==> config.mk <==
export PLATFORM = sky130hd
export DESIGN_NAME = bmp_palette_blit_engine
export DESIGN_NICKNAME = d
export VERILOG_FILES = /design/src/rtl/core/bpb_pkg.sv /design/src/rtl/core/bpb_palette.sv /design/src/rtl/core/bmp_palette_blit_engine.sv
export SDC_FILE = /design/constraint.sdc
export NUM_CORES = 2
export LEC_CHECK = 0
export BUFFER_PORTS_ARGS = -buffer_cell sky130_fd_sc_hd__buf_4
export CAP_MARGIN = 30
export CORE_ASPECT_RATIO = 0.75
export CORE_MARGIN = 3
export CORE_UTILIZATION = 60
export DETAILED_ROUTE_END_ITERATION = 16
export PLACE_DENSITY = 0.76
export SLEW_MARGIN = 20
export SYNTH_ARGS = -nofsm -noshare
export SYNTH_HDL_FRONTEND = slang
export SYNTH_SLANG_ARGS = --single-unit
==> constraint.sdc <==
create_clock -name clk -period 7.1 [get_ports clk]
set_input_delay 0.71 -clock clk [delete_from_list [all_inputs] [get_ports clk]]
set_output_delay 0.71 -clock clk [all_outputs]
set_load 0.02 [all_outputs]
==> src/rtl/core/bpb_pkg.sv <==
// shared types, codes and helper functions for the palette blit engine
`timescale 1ns / 1ps

package bpb_pkg;

    localparam int DIM_W         = 12;
    localparam int PADDED_W      = DIM_W + 1;
    localparam int FB_ADDR_W     = 17;
    localparam int COLOR_W       = 16;
    localparam int BYTE_W        = 8;
    localparam int PALETTE_DEPTH = 256;
    localparam int PAL_ADDR_W    = $clog2(PALETTE_DEPTH);
    localparam int CFG_INDEX_W   = 1;

    localparam logic [DIM_W-1:0] WIDTH_RESET  = 12'd240;
    localparam logic [DIM_W-1:0] HEIGHT_RESET = 12'd320;

    typedef enum logic [1:0] {
        CMD_START   = 2'd0,
        CMD_PALETTE = 2'd1,
        CMD_PIXEL   = 2'd2
    } cmd_t;

    typedef enum logic [CFG_INDEX_W-1:0] {
        REG_IMAGE_WIDTH  = 1'b0,
        REG_IMAGE_HEIGHT = 1'b1
    } reg_index_t;

    typedef struct packed {
        cmd_t              command;
        logic [BYTE_W-1:0] palette_slot;
        logic [BYTE_W-1:0] red_byte;
        logic [BYTE_W-1:0] green_byte;
        logic [BYTE_W-1:0] blue_byte;
        logic [BYTE_W-1:0] pixel_index;
    } in_t;

    typedef struct packed {
        logic [FB_ADDR_W-1:0] fb_address;
        logic [COLOR_W-1:0]   pixel_color;
        logic                 last;
    } out_t;

    function automatic logic [DIM_W-1:0] visible_size(
        input logic [DIM_W-1:0] size,
        input logic [DIM_W-1:0] panel
    );
        return (size < panel) ? size : panel;
    endfunction

    function automatic logic [DIM_W-1:0] place_offset(
        input logic [DIM_W-1:0] size,
        input logic [DIM_W-1:0] panel
    );
        logic [DIM_W-1:0] diff;
        diff = panel - size;
        return (size < panel) ? (diff >> 1) : '0;
    endfunction

    // bmp rows are padded to a multiple of four bytes
    function automatic logic [PADDED_W-1:0] row_stride(input logic [DIM_W-1:0] size);
        return ({1'b0, size} + PADDED_W'(3)) & ~PADDED_W'(3);
    endfunction

    function automatic logic [COLOR_W-1:0] to_rgb565(
        input logic [BYTE_W-1:0] r,
        input logic [BYTE_W-1:0] g,
        input logic [BYTE_W-1:0] b
    );
        return {r[7:3], g[7:2], b[7:3]};
    endfunction

endpackage

==> src/rtl/core/bpb_palette.sv <==
// 256-entry rgb565 palette memory with registered read
`timescale 1ns / 1ps

module bpb_palette (
    input  logic                           clk,
    input  logic                           wr_en,
    input  logic [bpb_pkg::PAL_ADDR_W-1:0] wr_addr,
    input  logic [bpb_pkg::COLOR_W-1:0]    wr_data,
    input  logic                           rd_en,
    input  logic [bpb_pkg::PAL_ADDR_W-1:0] rd_addr,
    output logic [bpb_pkg::COLOR_W-1:0]    rd_data
);

    logic [bpb_pkg::COLOR_W-1:0] mem [bpb_pkg::PALETTE_DEPTH];

    always_ff @(posedge clk)
    begin
        if (wr_en)
        begin
            mem[wr_addr] <= wr_data;
        end
    end

    always_ff @(posedge clk)
    begin
        if (rd_en)
        begin
            rd_data <= mem[rd_addr];
        end
    end

endmodule

==> src/rtl/core/bmp_palette_blit_engine.sv <==
// top level of the 8 bpp bmp to rgb565 frame buffer blit engine
`timescale 1ns / 1ps

// usage
// src channel (src_valid/src_ready/src_data) carries commands: start image, palette
// entry write (blue, green, red bytes stored as rgb565) or one bmp pixel index byte.
// dst channel (dst_valid/dst_ready/dst_data) gives frame buffer address, colour and a
// last flag for each visible pixel; padding, clipped and trailing bytes give nothing.
// cfg_we/cfg_index/cfg_data write image_width (index 0) and image_height (index 1);
// placement values are worked out as the register is written, so write them idle.
// one item is taken every cycle while a result slot is free; a result passes the palette
// read stage, then the output register, before it is valid on dst.
// two result slots sit between the sides, so one more item is taken while a
// result waits; src_ready drops only when both slots are full and dst stalls.
// a palette write followed at once by a pixel reading that entry sees the new colour.
// reset clears the counters and both slots and sets width 240, height 320;
// palette contents are undefined until written.
module bmp_palette_blit_engine #(
    parameter int PANEL_WIDTH  = 240,
    parameter int PANEL_HEIGHT = 320
) (
    input  logic                            clk,
    input  logic                            rst_n,
    input  logic                            src_valid,
    output logic                            src_ready,
    input  bpb_pkg::in_t                    src_data,
    output logic                            dst_valid,
    input  logic                            dst_ready,
    output bpb_pkg::out_t                   dst_data,
    input  logic                            cfg_we,
    input  logic [bpb_pkg::CFG_INDEX_W-1:0] cfg_index,
    input  logic [bpb_pkg::DIM_W-1:0]       cfg_data
);

    localparam int DW = bpb_pkg::DIM_W;
    localparam int PW = bpb_pkg::PADDED_W;
    localparam int MW = 2 * DW;
    localparam logic [DW-1:0] PANEL_W = DW'(PANEL_WIDTH);
    localparam logic [DW-1:0] PANEL_H = DW'(PANEL_HEIGHT);

    // placement registers, loaded on configuration writes
    logic [DW-1:0] vis_w_reg;
    logic [DW-1:0] x0_reg;
    logic [PW-1:0] padded_reg;
    logic [DW-1:0] vis_h_reg;
    logic [DW-1:0] row_top_reg;

    logic [DW-1:0] byte_column_reg, byte_column_next;
    logic [DW-1:0] row_count_reg, row_count_next;

    logic                          s1_valid_reg, s1_valid_next;
    logic [bpb_pkg::FB_ADDR_W-1:0] s1_addr_reg;
    logic                          s1_last_reg;
    logic [bpb_pkg::COLOR_W-1:0]   pal_rdata;

    logic          out_valid_reg, out_valid_next;
    bpb_pkg::out_t out_data_reg;

    logic          src_fire;
    logic          s1_move;
    logic          is_pixel;
    logic          in_image;
    logic          visible;
    logic          final_px;
    logic          emit;
    logic [PW-1:0] col_inc;
    logic          row_end;
    logic [DW-1:0] row_dist;
    logic [MW-1:0] addr_full;

    logic [DW-1:0] cfg_vis_h;

    assign cfg_vis_h = bpb_pkg::visible_size(cfg_data, PANEL_H);

    always_ff @(posedge clk or negedge rst_n)
    begin
        if (!rst_n)
        begin
            vis_w_reg   <= bpb_pkg::visible_size(bpb_pkg::WIDTH_RESET, PANEL_W);
            x0_reg      <= bpb_pkg::place_offset(bpb_pkg::WIDTH_RESET, PANEL_W);
            padded_reg  <= bpb_pkg::row_stride(bpb_pkg::WIDTH_RESET);
            vis_h_reg   <= bpb_pkg::visible_size(bpb_pkg::HEIGHT_RESET, PANEL_H);
            row_top_reg <= bpb_pkg::place_offset(bpb_pkg::HEIGHT_RESET, PANEL_H)
                           + bpb_pkg::visible_size(bpb_pkg::HEIGHT_RESET, PANEL_H)
                           - DW'(1);
        end
        else if (cfg_we)
        begin
            case (cfg_index)
                bpb_pkg::REG_IMAGE_WIDTH:
                begin
                    vis_w_reg  <= bpb_pkg::visible_size(cfg_data, PANEL_W);
                    x0_reg     <= bpb_pkg::place_offset(cfg_data, PANEL_W);
                    padded_reg <= bpb_pkg::row_stride(cfg_data);
                end
                bpb_pkg::REG_IMAGE_HEIGHT:
                begin
                    vis_h_reg   <= cfg_vis_h;
                    row_top_reg <= bpb_pkg::place_offset(cfg_data, PANEL_H)
                                   + cfg_vis_h - DW'(1);
                end
                default:
                begin
                end
            endcase
        end
    end

    // handshake: two result slots, s1 (palette read) and the output register
    assign s1_move   = s1_valid_reg && (!out_valid_reg || dst_ready);
    assign src_ready = !s1_valid_reg || !out_valid_reg || dst_ready;
    assign src_fire  = src_valid && src_ready;

    assign is_pixel  = (src_data.command == bpb_pkg::CMD_PIXEL);
    assign in_image  = (row_count_reg < vis_h_reg);
    assign visible   = (byte_column_reg < vis_w_reg);
    assign col_inc   = {1'b0, byte_column_reg} + PW'(1);
    assign row_end   = (col_inc >= padded_reg);
    assign final_px  = visible
                       && (({1'b0, row_count_reg} + PW'(1)) == {1'b0, vis_h_reg})
                       && (col_inc == {1'b0, vis_w_reg});
    assign emit      = src_fire && is_pixel && in_image && visible;

    // stored rows go bottom up on the panel
    assign row_dist  = row_top_reg - row_count_reg;
    assign addr_full = {{DW{1'b0}}, row_dist} * MW'(PANEL_WIDTH)
                       + MW'(x0_reg) + MW'(byte_column_reg);

    always_comb
    begin
        byte_column_next = byte_column_reg;
        row_count_next   = row_count_reg;
        if (src_fire)
        begin
            case (src_data.command)
                bpb_pkg::CMD_START:
                begin
                    byte_column_next = '0;
                    row_count_next   = '0;
                end
                bpb_pkg::CMD_PIXEL:
                begin
                    if (in_image)
                    begin
                        if (row_end)
                        begin
                            byte_column_next = '0;
                            row_count_next   = row_count_reg + DW'(1);
                        end
                        else
                        begin
                            byte_column_next = col_inc[DW-1:0];
                        end
                    end
                end
                default:
                begin
                end
            endcase
        end
    end

    always_comb
    begin
        s1_valid_next = s1_valid_reg;
        if (src_fire)
        begin
            s1_valid_next = emit;
        end
        else if (s1_move)
        begin
            s1_valid_next = 1'b0;
        end

        out_valid_next = out_valid_reg;
        if (s1_move)
        begin
            out_valid_next = 1'b1;
        end
        else if (dst_ready)
        begin
            out_valid_next = 1'b0;
        end
    end

    always_ff @(posedge clk or negedge rst_n)
    begin
        if (!rst_n)
        begin
            byte_column_reg <= '0;
            row_count_reg   <= '0;
            s1_valid_reg    <= 1'b0;
            out_valid_reg   <= 1'b0;
        end
        else
        begin
            byte_column_reg <= byte_column_next;
            row_count_reg   <= row_count_next;
            s1_valid_reg    <= s1_valid_next;
            out_valid_reg   <= out_valid_next;
        end
    end

    always_ff @(posedge clk)
    begin
        if (emit)
        begin
            s1_addr_reg <= addr_full[bpb_pkg::FB_ADDR_W-1:0];
            s1_last_reg <= final_px;
        end
        if (s1_move)
        begin
            out_data_reg.fb_address  <= s1_addr_reg;
            out_data_reg.pixel_color <= pal_rdata;
            out_data_reg.last        <= s1_last_reg;
        end
    end

    bpb_palette u_palette (
        .clk     (clk),
        .wr_en   (src_fire && (src_data.command == bpb_pkg::CMD_PALETTE)),
        .wr_addr (src_data.palette_slot),
        .wr_data (bpb_pkg::to_rgb565(src_data.red_byte, src_data.green_byte,
                                     src_data.blue_byte)),
        .rd_en   (emit),
        .rd_addr (src_data.pixel_index),
        .rd_data (pal_rdata)
    );

    assign dst_valid = out_valid_reg;
    assign dst_data  = out_data_reg;

    // a waiting result in s1 is neither lost nor overwritten
    a_s1_hold: assert property (@(posedge clk) disable iff (!rst_n)
        s1_valid_reg && !s1_move |=> s1_valid_reg && $stable(s1_addr_reg)
                                     && $stable(s1_last_reg))
        else $error("s1 result changed while waiting");

    // a start transfer clears the position counters
    a_start_clears: assert property (@(posedge clk) disable iff (!rst_n)
        src_fire && (src_data.command == bpb_pkg::CMD_START)
        |=> byte_column_reg == '0 && row_count_reg == '0)
        else $error("counters not cleared by start");

    // output slot drains when taken and nothing follows
    a_out_drain: assert property (@(posedge clk) disable iff (!rst_n)
        out_valid_reg && dst_ready && !s1_valid_reg |=> !out_valid_reg)
        else $error("result repeated on dst");

    // no new pixel while both result slots are full and dst stalls
    a_no_overrun: assert property (@(posedge clk) disable iff (!rst_n)
        s1_valid_reg && out_valid_reg && !dst_ready |-> !src_ready)
        else $error("input taken with no free result slot");

endmodule

==> results.json <==
{
  "initial_utilization": 0.606,
  "p_sw_mw": 12.5,
  "row_count": 166,
  "die_w_um": 614,
  "yosysWarnings": 0,
  "placedCellCount": 10811,
  "leakage_nw": 59.0,
  "seq_power_share": 0.511,
  "insertion_delay_ns": 0.90,
  "wire_per_inst_um": 37.2,
  "cts_made_buffers": 375,
  "fill_cells": 15819,
  "worst_slew_pin_slew_ns": 1.12,
  "ir_drop_v": 0.000486,
  "grt_setup_unrepaired": "false",
  "status": "finished, final reports clean",
  "cp-start-kind": "flop",
  "critPathBufInv": 2,
  "grt_pass1_wl_mm": 604,
  "firstDrtPassIters": 5,
  "die_y_um": 462,
  "grt_max_degree": 208,
  "setup_ws_ns": 0.963,
  "p_int_mw": 41.9,
  "hpwl_mm": 231,
  "dr_total_vias": 81317,
  "post_cts_buffers": 0,
  "setup_viol": 0,
  "drive_gt1_frac": 0.308,
  "grt_pass1_vias": 80146,
  "ant_nets": 0,
  "drtIter0Drc": 13000,
  "cts_hold_buffers": 4,
  "cp.required_ns": 7.73,
  "synth-main-ff-cell": "edfxtp_1",
  "crit_path_end_kind": "flop",
  "yosysUniqueCellTypes": 59,
  "cp_max_fo": 7,
  "comb_power_share": 0.109,
  "final_common_cell": "edfxtp_1",
  "ctsHtreeMaxLevel": 5,
  "syn-instance-count": 7093,
  "final_area_mm2": 0.186,
  "clk_pin_slew_ns": 0.07,
  "syn_area_mm2": 0.166,
  "cts_tree": "yes",
  "yosysSeqAreaShare": 0.766,
  "path_class": "flop to flop",
  "synth_area_per_cell_um2": 23.4,
  "cpPeakStageDelay_ns": 0.51,
  "drv_slew": 0,
  "cts-resized-gates": 0,
  "io_buffers": 87,
  "final_nets": 7785,
  "wirelength_mm": 429,
  "finClkSkew_ns": 0.0322,
  "power_density_mw_per_mm2": 292,
  "grt-ovfl-total": 0,
  "synth_edf_count": 4164,
  "drc": 0,
  "cap_violations": 0,
  "period_minus_slack_ns": 6.14,
  "track_usage": 0.303,
  "fmax_mhz": 163,
  "viasPerCell": 7.05,
  "die-area_mm2": 0.283,
  "setup_tns_ns": 0,
  "ys_seq_elements": 4248,
  "gp_congestion": 0.842,
  "crit_chain": "ha_1, inv_1, fa_1, a21o_1, a21oi_1, xor2_1, xnor2_1, xnor2_1, fa_1, inv_1, ha_1, xnor2_1, fa_1, ha_1, nand3_1, o21ai_0, nand2_1, a221oi_1, nand4b_1, xnor2_1, xnor3_1",
  "worstHoldPathType": "input port to flop",
  "fin_cells": 11540,
  "hold_violations": 0,
  "cts.sinks": 4248,
  "antenna_found_initial": 44,
  "critPathArrivalTime_ns": 6.76,
  "placed_area_mm2": 0.173,
  "async_reset_ff_frac": 0.0198,
  "cpMaxStageDelayCell": "xor2_1",
  "cts_root_buf": "clkbuf_16",
  "final_util": 0.680,
  "largest_reg_flops": 4096,
  "fin_crit_sh": 0.864,
  "most-common-layout-cells": "edfxtp_1, mux4_2, buf_4, clkbuf_16, nor2_1",
  "relSlewSlack": 0.253,
  "pin_count": 96,
  "cp_common_cell": "xnor2_1",
  "crit_family": "adder cells",
  "core_mm2": 0.274,
  "syn_to_final_growth_pct": 12.2,
  "pwr-share-clk": 0.381,
  "dp_slack_ns": 0.981,
  "sw_frac_of_total": 0.230,
  "cts_buffer_depth": 4
}
[worst min-delay path: stages]
cell	delay (ns)
buf_4	0.08
nand2b_1	0.11
nand2b_1	0.06
[metal layers]
metal,GRT usage,part of all wire,wire length [um]
met1,0.441,0.36,154000
met2,0.459,0.47,204000
met3,0.0825,0.13,57000
met4,0.0946,0.033,14100
met5,0,0.00041,175
[cell families (layout without fill, tap and decap cells)]
family                   after synthesis  in the layout  synth area share
flip-flops                          4248           4248             0.766
multiplexers                        1363           1363             0.185
AND/OR/NAND/NOR                      547            547            0.0140
buffers and inverters                492           1302            0.0116
AO/OA/AOI/OAI                        214            214           0.00807
adder cells (fa/ha/maj)              126            126            0.0105
XOR/XNOR                             102            102           0.00546
other                                  1             26         0.0000226
[per-stage QoR]
| stage | hold slack [ns] | power [mW] |
|---|---|---|
| after floorplan | 0.400 | 32.4 |
| after CTS | 0.0507 | 54.6 |
| after global placement | 0.407 | 34.0 |
| after global routing | 0.104 | 56.1 |
| final | 0.110 | 54.5 |
| after detailed placement | 0.405 | 34.2 |
[cells in the mapped netlist (all sizes together) (3+ instances only)]
master / count / share of area
fa: 23 / 0.0028
xor2: 35 / 0.0018
nand2: 116 / 0.0026
a21o: 13 / 0.00059
dfstp: 17 / 0.0027
or3: 5 / 0.00019
nand3b: 4 / 0.00018
nand4: 8 / 0.00030
and2: 7 / 0.00026
o22ai: 6 / 0.00023
nor3: 12 / 0.00036
mux4: 1360 / 0.18
o21bai: 5 / 0.00023
a211o: 3 / 0.00016
o31ai: 26 / 0.0012
a21oi: 34 / 0.0010
a22o: 3 / 0.00016
a21boi: 3 / 0.00014
nor2: 306 / 0.0069
a31oi: 8 / 0.00030
clkbuf: 229 / 0.0052
buf: 131 / 0.0035
nor4: 8 / 0.00030
and3: 6 / 0.00023
inv: 132 / 0.0030
nor2b: 16 / 0.00060
xnor2: 66 / 0.0035
nand3: 34 / 0.0010
edfxtp: 4164 / 0.75
o21a: 10 / 0.00045
o41ai: 6 / 0.00032
dfrtp: 67 / 0.010
nand2b: 14 / 0.00053
a211oi: 6 / 0.00027
or2: 3 / 0.00011
o21ai: 78 / 0.0024
ha: 101 / 0.0076
[cell type report]
class | count | area (um2) | share of cell area
antenna | 21 | 52.6 | 0.000282
clock buffer | 446 | 9930 | 0.0533
clock inverter | 237 | 2350 | 0.0126
inverter | 132 | 495 | 0.00266
multi-input combinational | 2357 | 37100 | 0.199
sequential | 4248 | 127000 | 0.683
tap | 3612 | 4520 | 0.0243
timing repair buffer | 487 | 4680 | 0.0251
[power by group through the flow]
stage	sequential (mW)	clock [mW]	combinational [mW]
after floorplan	28.3	0	4.06
after global placement	28.4	0	5.67
after detailed placement	28.4	0	5.80
after CTS	27.8	20.9	5.88
after global routing	27.8	21.8	6.49
final	27.8	20.7	5.92
[path summary, 6_finish.rpt]
path | start | slack (ns) | depth (start not counted) | to
hold / removal | dst_ready | 0.11 | 3 | dst_valid$_DFFE_PN0P_
min in group asynchronous | rst_n | 0.18 | 2 | row_top_reg[6]$_DFFE_PN0P_
max in group asynchronous | rst_n | 5.89 | 4 | padded_reg[7]$_DFFE_PN1P_
setup / recovery | row_count_reg[0]$_DFFE_PN0P_ | 0.96 | 21 | s1_addr_reg[16]$_DFFE_PP_
setup reg to reg | row_count_reg[0]$_DFFE_PN0P_ | 0.96 | 21 | s1_addr_reg[16]$_DFFE_PP_
hold reg to reg | s1_addr_reg[12]$_DFFE_PP_ | 0.42 | 0 | dst_data[29]$_DFFE_PP_
(Power assumes the default switching activity.)
